File: config.mk
export PLATFORM = sky130hd
export DESIGN_NAME = mdts_queue
export DESIGN_NICKNAME = d
export VERILOG_FILES = /design/src/rtl/mdts_pkg.sv /design/src/rtl/mdts_queue.sv
export SDC_FILE = /design/constraint.sdc
export NUM_CORES = 1
export LEC_CHECK = 0
export ABC_AREA = 1
export BUFFER_PORTS_ARGS = -buffer_cell sky130_fd_sc_hd__buf_2
export CAP_MARGIN = 30
export CORE_MARGIN = 2
export CORE_UTILIZATION = 50
export CTS_CLUSTER_SIZE = 25
export DETAILED_ROUTE_END_ITERATION = 16
export PLACE_DENSITY = 0.71
export SYNTH_ARGS = -nofsm -noshare
export SYNTH_HDL_FRONTEND = slang
export SYNTH_SLANG_ARGS = --single-unit
export TNS_END_PERCENT = 5
File: constraint.sdc
create_clock -name aclk -period 1.95 [get_ports aclk]
set_clock_uncertainty 0.2 [all_clocks]
set_input_delay 0.0975 -clock aclk [delete_from_list [all_inputs] [get_ports aclk]]
set_output_delay 0.0975 -clock aclk [all_outputs]
set_load 0.02 [all_outputs]
File: src/rtl/mdts_pkg.sv
// Package with shared types and default sizes for the multi-deque task store.
package mdts_pkg;

    localparam int NUM_DEQUES_DEF  = 16;
    localparam int DEQUE_DEPTH_DEF = 64;
    localparam int TASK_WIDTH_DEF  = 32;

    localparam int QUEUE_DEPTH = 4;
    localparam int QUEUE_PTR_W = $clog2(QUEUE_DEPTH);
    localparam int QUEUE_CNT_W = $clog2(QUEUE_DEPTH + 1);

    localparam int REQ_W  = 2;
    localparam int ID_IN_W = 4;
    localparam int WORD_W = 32;
    localparam int OCC_W  = 7;

    typedef enum logic [1:0] {
        OP_PUSH_RIGHT = 2'd0,
        OP_PUSH_LEFT  = 2'd1,
        OP_POP_RIGHT  = 2'd2,
        OP_POP_LEFT   = 2'd3
    } op_t;

    typedef enum logic [1:0] {
        ST_OK    = 2'd0,
        ST_EMPTY = 2'd1,
        ST_FULL  = 2'd2
    } status_t;

    typedef struct packed {
        logic             wr;
        logic             rd;
        status_t          status;
        logic [OCC_W-1:0] occupancy;
    } ctl_t;

endpackage

File: src/rtl/mdts_queue.sv
// Short command queue between the front end and the storage back end.
module mdts_queue
    import mdts_pkg::*;
#(
    parameter int W = 8
) (
    input  logic         aclk,
    input  logic         aresetn,
    input  logic         push,
    output logic         ready,
    input  logic [W-1:0] din,
    output logic         valid,
    input  logic         pop,
    output logic [W-1:0] dout
);

    logic [W-1:0]           entries_reg [QUEUE_DEPTH];
    logic [QUEUE_PTR_W-1:0] wr_ptr_reg;
    logic [QUEUE_PTR_W-1:0] rd_ptr_reg;
    logic [QUEUE_CNT_W-1:0] count_reg;
    logic [QUEUE_CNT_W-1:0] count_next;

    assign ready = (count_reg != QUEUE_CNT_W'(QUEUE_DEPTH));
    assign valid = (count_reg != '0);
    assign dout  = entries_reg[rd_ptr_reg];

    always_comb begin
        count_next = count_reg;
        if (push && !pop) begin
            count_next = count_reg + QUEUE_CNT_W'(1);
        end else if (pop && !push) begin
            count_next = count_reg - QUEUE_CNT_W'(1);
        end
    end

    always_ff @(posedge aclk) begin
        if (push) begin
            entries_reg[wr_ptr_reg] <= din;
        end
    end

    always_ff @(posedge aclk) begin
        if (!aresetn) begin
            wr_ptr_reg <= '0;
            rd_ptr_reg <= '0;
            count_reg  <= '0;
        end else begin
            if (push) begin
                wr_ptr_reg <= wr_ptr_reg + QUEUE_PTR_W'(1);
            end
            if (pop) begin
                rd_ptr_reg <= rd_ptr_reg + QUEUE_PTR_W'(1);
            end
            count_reg <= count_next;
        end
    end

    a_no_overflow: assert property (@(posedge aclk) disable iff (!aresetn)
        push |-> ready) else $error("queue written while full");

    a_no_underflow: assert property (@(posedge aclk) disable iff (!aresetn)
        pop |-> valid) else $error("queue read while empty");

    a_count_up: assert property (@(posedge aclk) disable iff (!aresetn)
        (push && !pop) |=> count_reg == $past(count_reg) + QUEUE_CNT_W'(1))
        else $error("queue count did not advance on write");

    a_ptr_gap: assert property (@(posedge aclk) disable iff (!aresetn)
        (count_reg == '0) |-> (wr_ptr_reg == rd_ptr_reg))
        else $error("queue pointers disagree with an empty count");

endmodule

# [After elaboration in Yosys (flattened, before gate mapping)]
# Memories as Yosys holds them, arrays and structs flattened. A register that Yosys moved wholly into a read port is not among the register bits.
# Cells that the tools add are included.
[word_totals] ramBits=32 out_inout_bits=10 word_cells=21 n_memories=1 register_bits=7 in_bits=12
[memory_table] name="entries_reg" words=4 word_bits=8 rd=1 rd_ports_with_merged_regs=1 wr=1 line_no="mdts_queue.sv:17" rtl="logic [W-1:0] entries_reg [QUEUE_DEPTH];"
[classes] n_mux=6 n_eq_ne=1 reduce_logical=6 addsub=4
[ops] op="3-bit two-way mux" count=2
[ops] op="2-bit by 1-bit adder with 2-bit output (second input constant)" count=2
[ops] op="2-bit two-way mux" count=2
[ops] op="3-bit by 1-bit adder with 3-bit output (second input constant)" count=1
[ops] op="3-bit != test (second input constant)" count=1
[ops] op="3-bit nonzero test" count=1
[ops] op="3-bit by 1-bit subtractor with 3-bit output (second input constant)" count=1
[ops] op="1-bit logical AND" count=2
[ops] op="1-bit zero test" count=2
[ops] op="1-bit two-way mux" count=2
[ops] op="2-bit nonzero test" count=1

# [Longest topological paths before layout]
[depth] depth_word=4 mapped_depth=10 depth_no_buf=10

# [Worst setup path after synthesis]
# Ideal clock, no wire load.
[synth_path] kind="register to register" startpoint="reg count_reg[0]" endpoint="reg count_reg[2]" arrival_ns=1.008 path_buffers=0 required_ns=1.640 stages_incl_launch_ff=8 path_slack_ns=0.632 period_less_slack_ns=1.318 setup_ns=0.110 path_cell_list="dfxtp_1 > fa_1 > inv_1 > nand2_1 > nand3_1 > nand2_1 > inv_1 > nor2_1"
[synth_between] elab_chain_len=3 word_cells_on_any_way=4 classes_between="2 x add/sub; 2 x mux"
[synth_lines] element="start: declaration" line_no="mdts_queue.sv:20" rtl="logic [QUEUE_CNT_W-1:0] count_reg;"
[synth_lines] element="start signal: assignment" line_no="mdts_queue.sv:54" rtl="count_reg <= count_next;"
[synth_lines] element="3-bit by 1-bit subtractor with 3-bit output" line_no="mdts_queue.sv:32" rtl="count_next = count_reg - QUEUE_CNT_W'(1);"
[synth_lines] element="3-bit two-way mux" line_no="mdts_queue.sv:31" rtl="end else if (pop && !push) begin"
[synth_lines] element="3-bit two-way mux (*)" line_no="mdts_queue.sv:29" rtl="if (push && !pop) begin"
# Every way passes the cells marked *; elsewhere a longest branch is shown, timed or not. The select of a mux whose other input is x is not followed.
# A chain may end at the register's enable or synchronous reset.

==> metrics.txt <==
# TYPE chip_impl_metric gauge
chip_impl_info{name="outcome",value="complete, no violations"} 1
chip_impl_info{name="cts.root.buffer_cell",value="clkbuf_4"} 1
chip_impl_metric{name="cp_data_required_time",unit="ns"} 1.65
chip_impl_metric{name="layout.nets",unit=""} 190
chip_impl_metric{name="met3WireLength",unit="um"} 99
chip_impl_info{name="min_path_type",value="flop to flop"} 1
chip_impl_metric{name="clock_latency",unit="ns"} 0.33
chip_impl_metric{name="hold_violations",unit=""} 0
chip_impl_metric{name="routed-via-count",unit=""} 1073
chip_impl_metric{name="finalWirelength",unit="mm"} 2.88
chip_impl_metric{name="area_growth",unit="%"} 20.2
chip_impl_info{name="hp-start",value="rd_ptr_reg[1]"} 1
chip_impl_metric{name="synth-async-reset-ratio",unit=""} 0
chip_impl_metric{name="detailedRoute.firstPassIterationCount",unit=""} 4
chip_impl_info{name="synth_most_common_cell",value="edfxtp_1"} 1
chip_impl_info{name="critical_path_class",value="flop to primary output"} 1
chip_impl_metric{name="globalplace.congestion",unit=""} 0.759
chip_impl_metric{name="syn_area",unit="um^2"} 1640
chip_impl_info{name="critical_path.cell_chain",value="inv_1, o21ai_0, o22ai_1, buf_2"} 1
chip_impl_metric{name="postSynthAreaPerCell",unit="um^2"} 12.2
chip_impl_metric{name="die-width",unit="um"} 61.2
chip_impl_info{name="yosys-top-cells-area",value="edfxtp_1 59%, dfxtp_1 11%, o21ai_0 5.5%"} 1
chip_impl_metric{name="timing.max_slew.rel_slack",unit=""} 0.745
chip_impl_metric{name="combined_global_route_utilization_of_all_metal_layers",unit=""} 0.177
chip_impl_info{name="synth_commonest_cells",value="32 x edfxtp_1, 18 x o21ai_0, 17 x inv_1, 17 x nor2_1"} 1
chip_impl_metric{name="clock-sinks",unit=""} 41
chip_impl_metric{name="die_h",unit="um"} 61.2
chip_impl_metric{name="grt_pass1_wl",unit="mm"} 4.51
chip_impl_metric{name="path_max_fanout",unit=""} 9
chip_impl_metric{name="synth_top_area_frac",unit=""} 0.587
chip_impl_metric{name="synthCells",unit=""} 134
chip_impl_info{name="rsz_0062_raised_after_global_routing",value="false"} 1
chip_impl_metric{name="drt-initial-drc-count",unit=""} 46
chip_impl_metric{name="core",unit="um^2"} 3080
chip_impl_metric{name="power-per-cell-area",unit="nW/um^2"} 897
chip_impl_metric{name="num-fill-cells",unit=""} 259
chip_impl_metric{name="setup-tns-final",unit="ns"} 0
chip_impl_metric{name="post-route-period-util",unit=""} 0.945
chip_impl_metric{name="sequential_cell_area",unit="um^2"} 1140
chip_impl_metric{name="post_route_cells_drive_above_1_share",unit=""} 0.191
chip_impl_metric{name="regToRegSetupSlack",unit="ns"} 0.48
chip_impl_metric{name="max_slew.worst_pin.slew",unit="ns"} 0.382
chip_impl_metric{name="worstPathBufferInverterCount",unit=""} 2
chip_impl_metric{name="path_clk_slew",unit="ns"} 0.11
chip_impl_metric{name="ys_ff_latch",unit=""} 41
chip_impl_info{name="synthFlopType",value="edfxtp_1"} 1
chip_impl_metric{name="largest_register_ff_count",unit=""} 32
chip_impl_info{name="tritoncts",value="done"} 1
chip_impl_metric{name="num_antenna_cells",unit=""} 0
chip_impl_metric{name="worstPathArrival",unit="ns"} 1.54
chip_impl_info{name="slowest_stage",value="dfxtp_1"} 1
chip_impl_metric{name="post_drt_via_cell_ratio",unit=""} 4.94
chip_impl_metric{name="detail-route-antenna-nets",unit=""} 0
chip_impl_metric{name="area_taken_by_multi_input_logic_gates",unit="um^2"} 407
chip_impl_metric{name="drc",unit=""} 0
chip_impl_metric{name="power.static_leakage",unit="nW"} 0.790
chip_impl_metric{name="slowest_delay",unit="ns"} 0.42
chip_impl_metric{name="finalCriticalPeriod",unit="ns"} 1.84
chip_impl_metric{name="clock_path_buffers",unit=""} 2
chip_impl_metric{name="clock.fmax",unit="MHz"} 543
chip_impl_metric{name="ir_drop",unit="mV"} 0.606
chip_impl_info{name="dr.max_layer_used",value="met4"} 1
chip_impl_metric{name="hpwlAfterDp",unit="mm"} 1.99
chip_impl_info{name="crit-reg2reg-launch",value="wr_ptr_reg[1]"} 1
chip_impl_metric{name="cts_resized",unit=""} 0
chip_impl_metric{name="max_cap_violations",unit=""} 0
chip_impl_metric{name="grt_antenna_before_repair",unit=""} 0
chip_impl_metric{name="cts_setup_buffers",unit=""} 0
chip_impl_info{name="worst_setup_path_end_kind",value="primary output"} 1
chip_impl_metric{name="routedLengthMet1",unit="mm"} 1.25
chip_impl_metric{name="timing.hold.ws",unit="ns"} 0.249
chip_impl_metric{name="synth_sequential_area_ratio",unit=""} 0.697
chip_impl_metric{name="floorplan.die_area",unit="um^2"} 3750
chip_impl_metric{name="io_pins",unit=""} 22
chip_impl_metric{name="htree_num_levels",unit=""} 2
chip_impl_metric{name="wl_met2",unit="mm"} 1.51
chip_impl_metric{name="report.power.total",unit="mW"} 1.77
chip_impl_metric{name="floorplan.initialDensity",unit=""} 0.532
chip_impl_metric{name="synth-edff-count",unit=""} 32
chip_impl_metric{name="cts_inserted_buffers",unit=""} 5
chip_impl_metric{name="yosys_warnings",unit=""} 0
chip_impl_metric{name="pin_count_of_the_biggest_net_entering_global_routing",unit=""} 17
chip_impl_metric{name="globalRouteOverflowTotal",unit=""} 0
chip_impl_metric{name="port-buffer-count",unit=""} 21
chip_impl_info{name="synth_top_area_cell",value="edfxtp_1"} 1
chip_impl_metric{name="syn_nets",unit=""} 152
chip_impl_metric{name="first_global_vias",unit=""} 1056
chip_impl_metric{name="final_report_setup_violation_count",unit=""} 0
chip_impl_metric{name="wl_per_instance",unit="um"} 13.3
chip_impl_metric{name="site_row_count",unit=""} 20
chip_impl_metric{name="quantity_of_hold_fixing_buffers_added_after_cts",unit=""} 11
chip_impl_metric{name="timing.final.max_slew_violations",unit=""} 0
chip_impl_metric{name="ys_types",unit=""} 17
chip_impl_info{name="critPathTopFamily",value="buffers and inverters"} 1
chip_impl_info{name="worst_setup_path_start_kind",value="flop"} 1
area by class of cell:
cell class,count,area share
clock buffer,6,0.0210
clock inverter,2,0.0172
inverter,18,0.0343
multi-input combinational,73,0.207
sequential,41,0.580
tap,44,0.0280
timing repair buffer,33,0.113
through the flow:
stage          worst slack (ns)  area, um^2  utilization  cells
2_1_floorplan             0.632        1640            -    134
5_1_grt                  0.0229        1970        0.639    217
6_report                  0.108        1970        0.639    217
4_1_cts                  0.0952        1970        0.639    217
3_5_place_dp              0.435        1780        0.579    198
3_3_place_gp              0.492        1780        0.579    198
worst register-to-register path: stages (launching register included):
cell and delay [ns]:
dfxtp_1 0.35, inv_1 0.11, ha_1 0.16, nand2_1 0.05
inv_1 0.27
placed cells by master, fill, tap and decap left out:
master | Yosys | final
o21ai_2 | 2 | 2
clkbuf_1 | 0 | 1
clkbuf_4 | 0 | 5
nand4_1 | 1 | 1
o21ai_1 | 2 | 2
buf_2 | 0 | 21
edfxtp_1 | 32 | 32
fa_1 | 1 | 1
o22ai_1 | 8 | 8
nand3_1 | 3 | 3
inv_1 | 17 | 17
inv_2 | 1 | 1
a21oi_1 | 5 | 5
nand2_1 | 9 | 9
buf_4 | 0 | 1
dfxtp_1 | 9 | 9
nor2_1 | 17 | 17
ha_1 | 5 | 5
dlygate4sd3_1 | 0 | 11
clkinv_1 | 0 | 1
nor2_2 | 2 | 2
bufinv_16 | 0 | 1
o21ai_0 | 18 | 18
final timing paths:
check                      endpoint  cells past startpoint
hold / removal        rd_ptr_reg[1]                      1
setup reg to reg  entries_reg[1][1]                      4
setup / recovery            dout[4]                      4
hold reg to reg       rd_ptr_reg[1]                      1
cell families after synthesis:
kind of cell | Yosys count | synth area share
AND/OR/NAND/NOR | 32 | 0.0802
flip-flops | 41 | 0.697
buffers and inverters | 20 | 0.0550
AO/OA/AOI/OAI | 35 | 0.118
adder cells (fa/ha/maj) | 6 | 0.0504
where the power goes:
part           switching (mW)  total (mW)  internal (mW)
logic                   0.151       0.240         0.0893
clock network           0.247       0.514          0.267
registers              0.0229        1.01          0.988
total                   0.421        1.77           1.34
routing by layer:
| metal | vias up | track usage |
|---|---|---|
| met3 | 2 | 0.0441 |
| met5 | - | 0 |
| met1 | 506 | 0.199 |
| met4 | 0 | 0.0807 |
| met2 | 23 | 0.315 |
| li1 | 542 | - |
Note: power is estimated with default switching activity, not from simulation.
