<file path="src/rtl/mdts_pkg.sv">
// Package with shared types and default sizes for the multi-deque task store.
package mdts_pkg;

    localparam int NUM_DEQUES_DEF  = 16;
    localparam int DEQUE_DEPTH_DEF = 64;
    localparam int TASK_WIDTH_DEF  = 32;

    localparam int QUEUE_DEPTH = 4;
    localparam int QUEUE_PTR_W = $clog2(QUEUE_DEPTH);
    localparam int QUEUE_CNT_W = $clog2(QUEUE_DEPTH + 1);

    localparam int REQ_W  = 2;
    localparam int ID_IN_W = 4;
    localparam int WORD_W = 32;
    localparam int OCC_W  = 7;

    typedef enum logic [1:0] {
        OP_PUSH_RIGHT = 2'd0,
        OP_PUSH_LEFT  = 2'd1,
        OP_POP_RIGHT  = 2'd2,
        OP_POP_LEFT   = 2'd3
    } op_t;

    typedef enum logic [1:0] {
        ST_OK    = 2'd0,
        ST_EMPTY = 2'd1,
        ST_FULL  = 2'd2
    } status_t;

    typedef struct packed {
        logic             wr;
        logic             rd;
        status_t          status;
        logic [OCC_W-1:0] occupancy;
    } ctl_t;

endpackage

</file>
<file path="src/rtl/mdts_front.sv">
// Front end: accepts requests, keeps the per-deque ring indices and fill counts.
module mdts_front
    import mdts_pkg::*;
#(
    parameter int NUM_DEQUES  = NUM_DEQUES_DEF,
    parameter int DEQUE_DEPTH = DEQUE_DEPTH_DEF,
    parameter int TASK_WIDTH  = TASK_WIDTH_DEF,
    parameter int ADDR_W      = $clog2(NUM_DEQUES_DEF * DEQUE_DEPTH_DEF)
) (
    input  logic                  aclk,
    input  logic                  aresetn,
    input  logic                  req_valid,
    output logic                  req_ready,
    input  op_t                   req_op,
    input  logic [ID_IN_W-1:0]    req_id,
    input  logic [WORD_W-1:0]     req_word,
    output logic                  cmd_push,
    input  logic                  cmd_ready,
    output ctl_t                  cmd_ctl,
    output logic [ADDR_W-1:0]     cmd_addr,
    output logic [TASK_WIDTH-1:0] cmd_data
);

    localparam int ID_W = (NUM_DEQUES > 1) ? $clog2(NUM_DEQUES) : 1;
    localparam int PW   = $clog2(DEQUE_DEPTH);
    localparam int CW   = $clog2(DEQUE_DEPTH + 1);

    logic [PW-1:0] left_reg  [NUM_DEQUES];
    logic [PW-1:0] right_reg [NUM_DEQUES];
    logic [CW-1:0] fill_reg  [NUM_DEQUES];

    logic [ID_W-1:0] idx;
    logic            id_ok;
    logic            is_pop;
    logic [PW-1:0]   left_cur;
    logic [PW-1:0]   right_cur;
    logic [CW-1:0]   fill_cur;
    logic [PW-1:0]   left_next;
    logic [PW-1:0]   right_next;
    logic [CW-1:0]   fill_next;
    logic [PW-1:0]   pos;
    logic            upd;
    ctl_t            ctl;

    function automatic logic [PW-1:0] ring_next(input logic [PW-1:0] p);
        return (p == PW'(DEQUE_DEPTH - 1)) ? '0 : p + PW'(1);
    endfunction

    function automatic logic [PW-1:0] ring_prev(input logic [PW-1:0] p);
        return (p == '0) ? PW'(DEQUE_DEPTH - 1) : p - PW'(1);
    endfunction

    assign idx       = ID_W'(req_id);
    assign id_ok     = (32'(req_id) < NUM_DEQUES);
    assign is_pop    = req_op[1];
    assign left_cur  = left_reg[idx];
    assign right_cur = right_reg[idx];
    assign fill_cur  = fill_reg[idx];

    always_comb begin
        ctl        = '{wr: 1'b0, rd: 1'b0, status: ST_OK, occupancy: '0};
        left_next  = left_cur;
        right_next = right_cur;
        fill_next  = fill_cur;
        pos        = '0;
        upd        = 1'b0;
        priority if (!id_ok) begin
            ctl.status = is_pop ? ST_EMPTY : ST_FULL;
        end else if (!is_pop && fill_cur == CW'(DEQUE_DEPTH)) begin
            ctl.status = ST_FULL;
        end else if (is_pop && fill_cur == '0) begin
            ctl.status = ST_EMPTY;
        end else begin
            upd = 1'b1;
            unique case (req_op)
                OP_PUSH_RIGHT: begin
                    pos        = right_cur;
                    right_next = ring_next(right_cur);
                    fill_next  = fill_cur + CW'(1);
                    ctl.wr     = 1'b1;
                end
                OP_PUSH_LEFT: begin
                    pos       = ring_prev(left_cur);
                    left_next = pos;
                    fill_next = fill_cur + CW'(1);
                    ctl.wr    = 1'b1;
                end
                OP_POP_RIGHT: begin
                    pos        = ring_prev(right_cur);
                    right_next = pos;
                    fill_next  = fill_cur - CW'(1);
                    ctl.rd     = 1'b1;
                end
                OP_POP_LEFT: begin
                    pos       = left_cur;
                    left_next = ring_next(left_cur);
                    fill_next = fill_cur - CW'(1);
                    ctl.rd    = 1'b1;
                end
                default: begin
                    upd = 1'b0;
                end
            endcase
        end
        if (id_ok) begin
            ctl.occupancy = OCC_W'(fill_next);
        end
    end

    assign req_ready = cmd_ready;
    assign cmd_push  = req_valid && cmd_ready;
    assign cmd_ctl   = ctl;
    assign cmd_addr  = ADDR_W'(int'(idx) * DEQUE_DEPTH + int'(pos));
    assign cmd_data  = TASK_WIDTH'(req_word);

    always_ff @(posedge aclk) begin
        if (!aresetn) begin
            for (int i = 0; i < NUM_DEQUES; i++) begin
                left_reg[i]  <= '0;
                right_reg[i] <= '0;
                fill_reg[i]  <= '0;
            end
        end else if (cmd_push && upd) begin
            left_reg[idx]  <= left_next;
            right_reg[idx] <= right_next;
            fill_reg[idx]  <= fill_next;
        end
    end

endmodule

</file>
<file path="config.mk">
export PLATFORM = sky130hd
export DESIGN_NAME = mdts_front
export DESIGN_NICKNAME = d
export VERILOG_FILES = /design/src/rtl/mdts_pkg.sv /design/src/rtl/mdts_front.sv
export SDC_FILE = /design/constraint.sdc
export NUM_CORES = 1
export LEC_CHECK = 0
export BUFFER_PORTS_ARGS = -buffer_cell sky130_fd_sc_hd__buf_2
export CAP_MARGIN = 20
export CORE_MARGIN = 1
export CORE_UTILIZATION = 45
export CTS_CLUSTER_SIZE = 25
export DETAILED_ROUTE_END_ITERATION = 8
export SETUP_SLACK_MARGIN = 0.3
export SLEW_MARGIN = 20
export SYNTH_ARGS = -nofsm -noshare
export SYNTH_HDL_FRONTEND = slang
export SYNTH_SLANG_ARGS = --single-unit
</file>
<file path="constraint.sdc">
create_clock -name aclk -period 3.6 [get_ports aclk]
set_input_delay 0.18 -clock aclk [delete_from_list [all_inputs] [get_ports aclk]]
set_output_delay 0.18 -clock aclk [all_outputs]
set_load 0.005 [all_outputs]
</file>
* Word level (Yosys, flattened, before mapping)
Memories as Yosys holds them, arrays and structs flattened.
Index checks and enable logic that the tools add are counted.
** Operators by class
- $add $sub $neg :: 7
- Eq/ne operators :: 6
- Mux-type cells :: 37
- Reduce and logical (&&, ||, !) cells :: 14
** Operators with widths (number)
- 6-bit 2-to-1 mux :: 12
- 6-bit one-hot mux with 2 select lines :: 2
- 6-bit one-hot mux with 4 select lines :: 1
- 7-bit 2-to-1 mux :: 3
- 7-bit one-hot mux with 2 select lines :: 1
- 6-bit by 1-bit adder with 6-bit output, second input constant :: 2
- 6-bit == test, second input constant :: 2
- 6-bit zero test :: 2
- 1-bit 2-to-1 mux :: 12
- 4-bit 2-to-1 mux :: 3
- 6-bit OR reduction :: 2
- 6-bit by 1-bit subtractor with 6-bit output, second input constant :: 2
- 10-bit by 6-bit adder with 10-bit output :: 1
- 7-bit by 1-bit adder with 7-bit output, second input constant :: 1
- 7-bit == test, second input constant :: 1
- 7-bit zero test :: 1
- 7-bit OR reduction :: 1
- 7-bit by 1-bit subtractor with 7-bit output, second input constant :: 1
- 2-bit 2-to-1 mux :: 3
- 2-bit == test, second input constant :: 2
- 1-bit logical AND :: 4
- 2-bit OR reduction :: 2
- 2-bit by 1-bit == test with 1-bit output, second input constant :: 1
- 2-bit zero test :: 1
- 1-bit zero test :: 1
** Storage, ports and cells
- Bits in registers :: 0
- Bits in writable memories :: 304
- Input bits :: 42
- Output and inout port bits :: 55
- Memories :: 3
** Memory list
- fill_reg :: words 16, bits a word 7, read ports 1, clocked after Yosys merged registers in 0, write ports 16, line mdts_front.sv:30 : logic [CW-1:0] fill_reg [NUM_DEQUES];
- left_reg :: words 16, bits a word 6, read ports 1, clocked after Yosys merged registers in 0, write ports 16, line mdts_front.sv:28 : logic [PW-1:0] left_reg [NUM_DEQUES];
- right_reg :: words 16, bits a word 6, read ports 1, clocked after Yosys merged registers in 0, write ports 16, line mdts_front.sv:29 : logic [PW-1:0] right_reg [NUM_DEQUES];

* Depth between registers and ports, before layout
An unclocked memory read counts as a cell.
- Depth in word-level cells :: 11
- Depth in mapped cells :: 17
- Depth with buffers taken out :: 12

* Worst setup path after synthesis
No wires, ideal clock.
- Kind :: input to register
- From :: input port req_id[0]
- To :: memory fill_reg[9][6] (netlist name), data pin
- Data arrival time :: 3.438 ns
- Setup slack :: -0.104 ns
- Stages on the path :: 16
- Cells stage by stage :: buf_6 -> buf_6 -> mux4_2 -> a22o_1 -> or2_2 -> fa_1 -> a21o_1 -> a21oi_1 -> o21bai_1 -> a21o_1 -> and2_1 -> o21ai_0 -> o31a_1 -> clkbuf_1 -> buf_2 -> nor2_1
** RTL lines
- start, declared :: line mdts_front.sv:15 : input logic [ID_IN_W-1:0] req_id,
- end, declared :: line mdts_front.sv:30

==> results.json <==
{
  "status": "finished with violations",
  "violations": "setup timing",
  "worst_setup_path_end_kind": "primary output",
  "hold_class": "input port to primary output",
  "fill_cells": 2515,
  "fp-row-count": 66,
  "die_width_um": 184,
  "synth-edff-count": 304,
  "cp_data_required_time_ns": 3.42,
  "postSynthRegisterBits": 304,
  "drv_cap": 0,
  "ant_nets": 0,
  "p_leak_uw": 0.00715,
  "cp-endpoint": "cmd_ctl[6]",
  "synth-compound-area-share_pct": 4.37,
  "yosys.area_share.simple_pct": 13.4,
  "register_area_sq_mm": 0.00913,
  "fin_ws_ns": -0.409,
  "placed_cell_area_sq_mm": 0.0166,
  "area_growth_syn_to_layout_pct": 28.8,
  "rsz0062_at_grt": "yes",
  "drc": 0,
  "reg2reg_depth": 18,
  "synthArstFlopShare_pct": 0,
  "startpoint_type": "flop",
  "grt_antenna_before_repair": 1,
  "largest_reg_flops": 112,
  "layout-drive-gt1-share_pct": 40.6,
  "cts_max_level": 1,
  "startpoint": "fill_reg[2][1]$_SDFFCE_PN0P_",
  "synth-xor-area-share_pct": 0.176,
  "synth_top_family_by_area": "multiplexers",
  "yosys.cell_types.count": 71,
  "grt_max_degree": 34,
  "crit_fanout": 2,
  "synth_ff_type": "edfxtp_1",
  "dr.first_iter.drc_count": 1059,
  "dp_slack_ns": -0.333,
  "finalCritPeriodShare_pct": 111,
  "fin_crit_ns": 4.01,
  "start_util_pct": 45.8,
  "vias_per_cell": 5.81,
  "syn-cell-area_sq_mm": 0.0149,
  "hold_viol_final": 0,
  "cts_sinks": 304,
  "ir_worst_vdd_mv": 0.358,
  "finalWeightedCongestion": 0.865,
  "avgRoutedWirePerCell_um": 25.8,
  "die_h_um": 184,
  "regToRegSetupSlack_ns": -0.36,
  "cellPowerDensity_mw_per_mm2": 469,
  "coreArea_sq_mm": 0.0326,
  "nets": 1331,
  "cts.path.max_buffers": 3,
  "grt_first_pass_wirelength_um": 65600,
  "synth_nets": 1172,
  "cts_buffers": 31,
  "syn_avg_cell_area_sq_um": 13.4,
  "design_area_sq_mm": 0.0192,
  "crit_type": "flop to primary output",
  "synth_cells": 1118,
  "io_buffers": 32,
  "dp.final_hpwl_um": 29100,
  "grt_pass1_vias": 10200,
  "ys_warn_count": 0,
  "synthAdderAreaFrac_pct": 1.06,
  "path_clk_slew_ns": 0.06,
  "cts_tree": "done",
  "synthMuxAreaShare_pct": 14.1,
  "via_count": 10100,
  "timing.rr.start": "fill_reg[2][1]$_SDFFCE_PN0P_",
  "clock_latency_ns": 0.56,
  "ios": 97,
  "drt-total-wl_um": 44800,
  "fmax_ghz": 0.249,
  "cts_hold_buf": 0,
  "dieArea_sq_mm": 0.0339,
  "setup_viol": 515,
  "grt_remaining_overflow": 0,
  "crit_arrival_ns": 3.83,
  "grt_use_total_pct": 26.7,
  "multi_input_area_sq_mm": 0.00558,
  "root_buffer": "clkbuf_16",
  "slew_viol_final": 0,
  "yosysSeqAreaShare_pct": 61.1,
  "relSlewSlack_pct": 29.0,
  "r2r_end": "right_reg[7][3]$_SDFFCE_PN0P_",
  "tightestPinTransition_ns": 1.06,
  "clock_skew_ns": 0.0158,
  "firstDrtPassIters": 5
}
cells by family after synthesis:
| group | count (synthesis) |
|---|---|
| buffers and inverters | 154 |
| AND/OR/NAND/NOR | 465 |
| multiplexers | 98 |
| AO/OA/AOI/OAI | 82 |
| flip-flops | 304 |
| XOR/XNOR | 3 |
| adder cells (fa/ha/maj) | 12 |
Yosys cell counts, types with 9 or more instances:
library cell  count  share of area [%]
buf_2            45                1.5
mux4_2           88                 13
nand2_1          57                1.4
ha_1             11               0.92
edfxtp_1        304                 61
inv_1            18               0.45
nor3_1           25               0.84
buf_4            47                2.4
and2_1            9               0.38
a21oi_1          15               0.50
nand3_1          19               0.64
clkbuf_1         34               0.85
nor2_1          312                7.8
worst min path at each step:
stage	end	slack, ns	cells past startpoint	startpoint
2_1_floorplan	cmd_addr[6]	0.44	1	req_id[0]
3_3_place_gp	cmd_data[14]	0.36	0	req_word[14]
3_5_place_dp	cmd_data[14]	0.36	0	req_word[14]
4_1_cts	cmd_data[14]	0.36	0	req_word[14]
5_1_grt	cmd_data[20]	0.36	0	req_word[20]
6_report	cmd_data[10]	0.36	0	req_word[10]
critical path, cell delays in order, from the launching register on:
cell      delay, ns
edfxtp_1       0.41
mux4_2         0.49
mux4_2         0.54
fa_2           0.37
a21o_1         0.21
a21oi_2        0.15
o21bai_1       0.08
a21o_1         0.20
and2_4         0.18
nor2b_4        0.11
o31a_1         0.28
buf_12         0.15
inv_2          0.03
buf_2          0.09
area by class of cell:
type | instances | share of cell area [%]
diodes | 1 | 0.0130
inverters | 19 | 0.410
flip-flops and latches | 304 | 47.5
multi-input cells | 660 | 29.0
well taps | 442 | 2.88
clock buffers | 35 | 4.11
repair buffers | 261 | 15.6
clock inverters | 18 | 0.514
power breakdown:
part	total [uW]	internal (uW)	switching (uW)
sequential	4060	4020	37.8
clock	2930	1620	1310
combinational	2040	943	1090
repair_timing:
item | in CTS | in global routing
pin swaps | 55 | 17
setup endpoints to repair | 77 | 625
buffers inserted | 36 | 19
gates resized for setup | 165 | 118
cloned | 6 | 5
through the flow:
step	hold WS (ns)	power [uW]	TNS, ns	instances	utilization, %
2_1_floorplan	0.441	5010	0	1118	-
3_3_place_gp	0.360	5680	-34.09	1620	50.8
3_5_place_dp	0.360	5700	-34.28	1620	50.8
4_1_cts	0.360	8830	-21.86	1715	56.7
5_1_grt	0.360	9290	-102.93	1740	59.0
6_report	0.360	9020	-68.41	1740	59.0
layer usage:
metal  track usage [%]  part of all wire (%)  routed length [um]
met1              36.4                    41               18500
met2              44.2                    49               21900
met3              3.75                   6.8                3030
met4              9.10                   3.0                1360
met5                 0                     0                   0
layout by cell type (no fill, tap or decap), types with 5 or more instances in the layout:
cell type	n
edfxtp_1	304
nor2_1	266
buf_4	107
mux4_2	88
buf_6	56
buf_12	46
clkbuf_16	35
nand2_1	32
nor2_2	30
buf_2	25
buf_8	17
nor2_4	16
nand3_1	15
nand2_2	15
clkinv_1	14
inv_1	12
nor3_2	12
nand2_4	10
ha_1	10
a21oi_1	9
mux2i_1	8
nor3_1	8
and2_1	6
nand4_1	6
and3_1	6
nor3_4	6
buf_16	6
o21a_1	5
a21oi_2	5
Note: power is estimated with default switching activity, not from simulation.
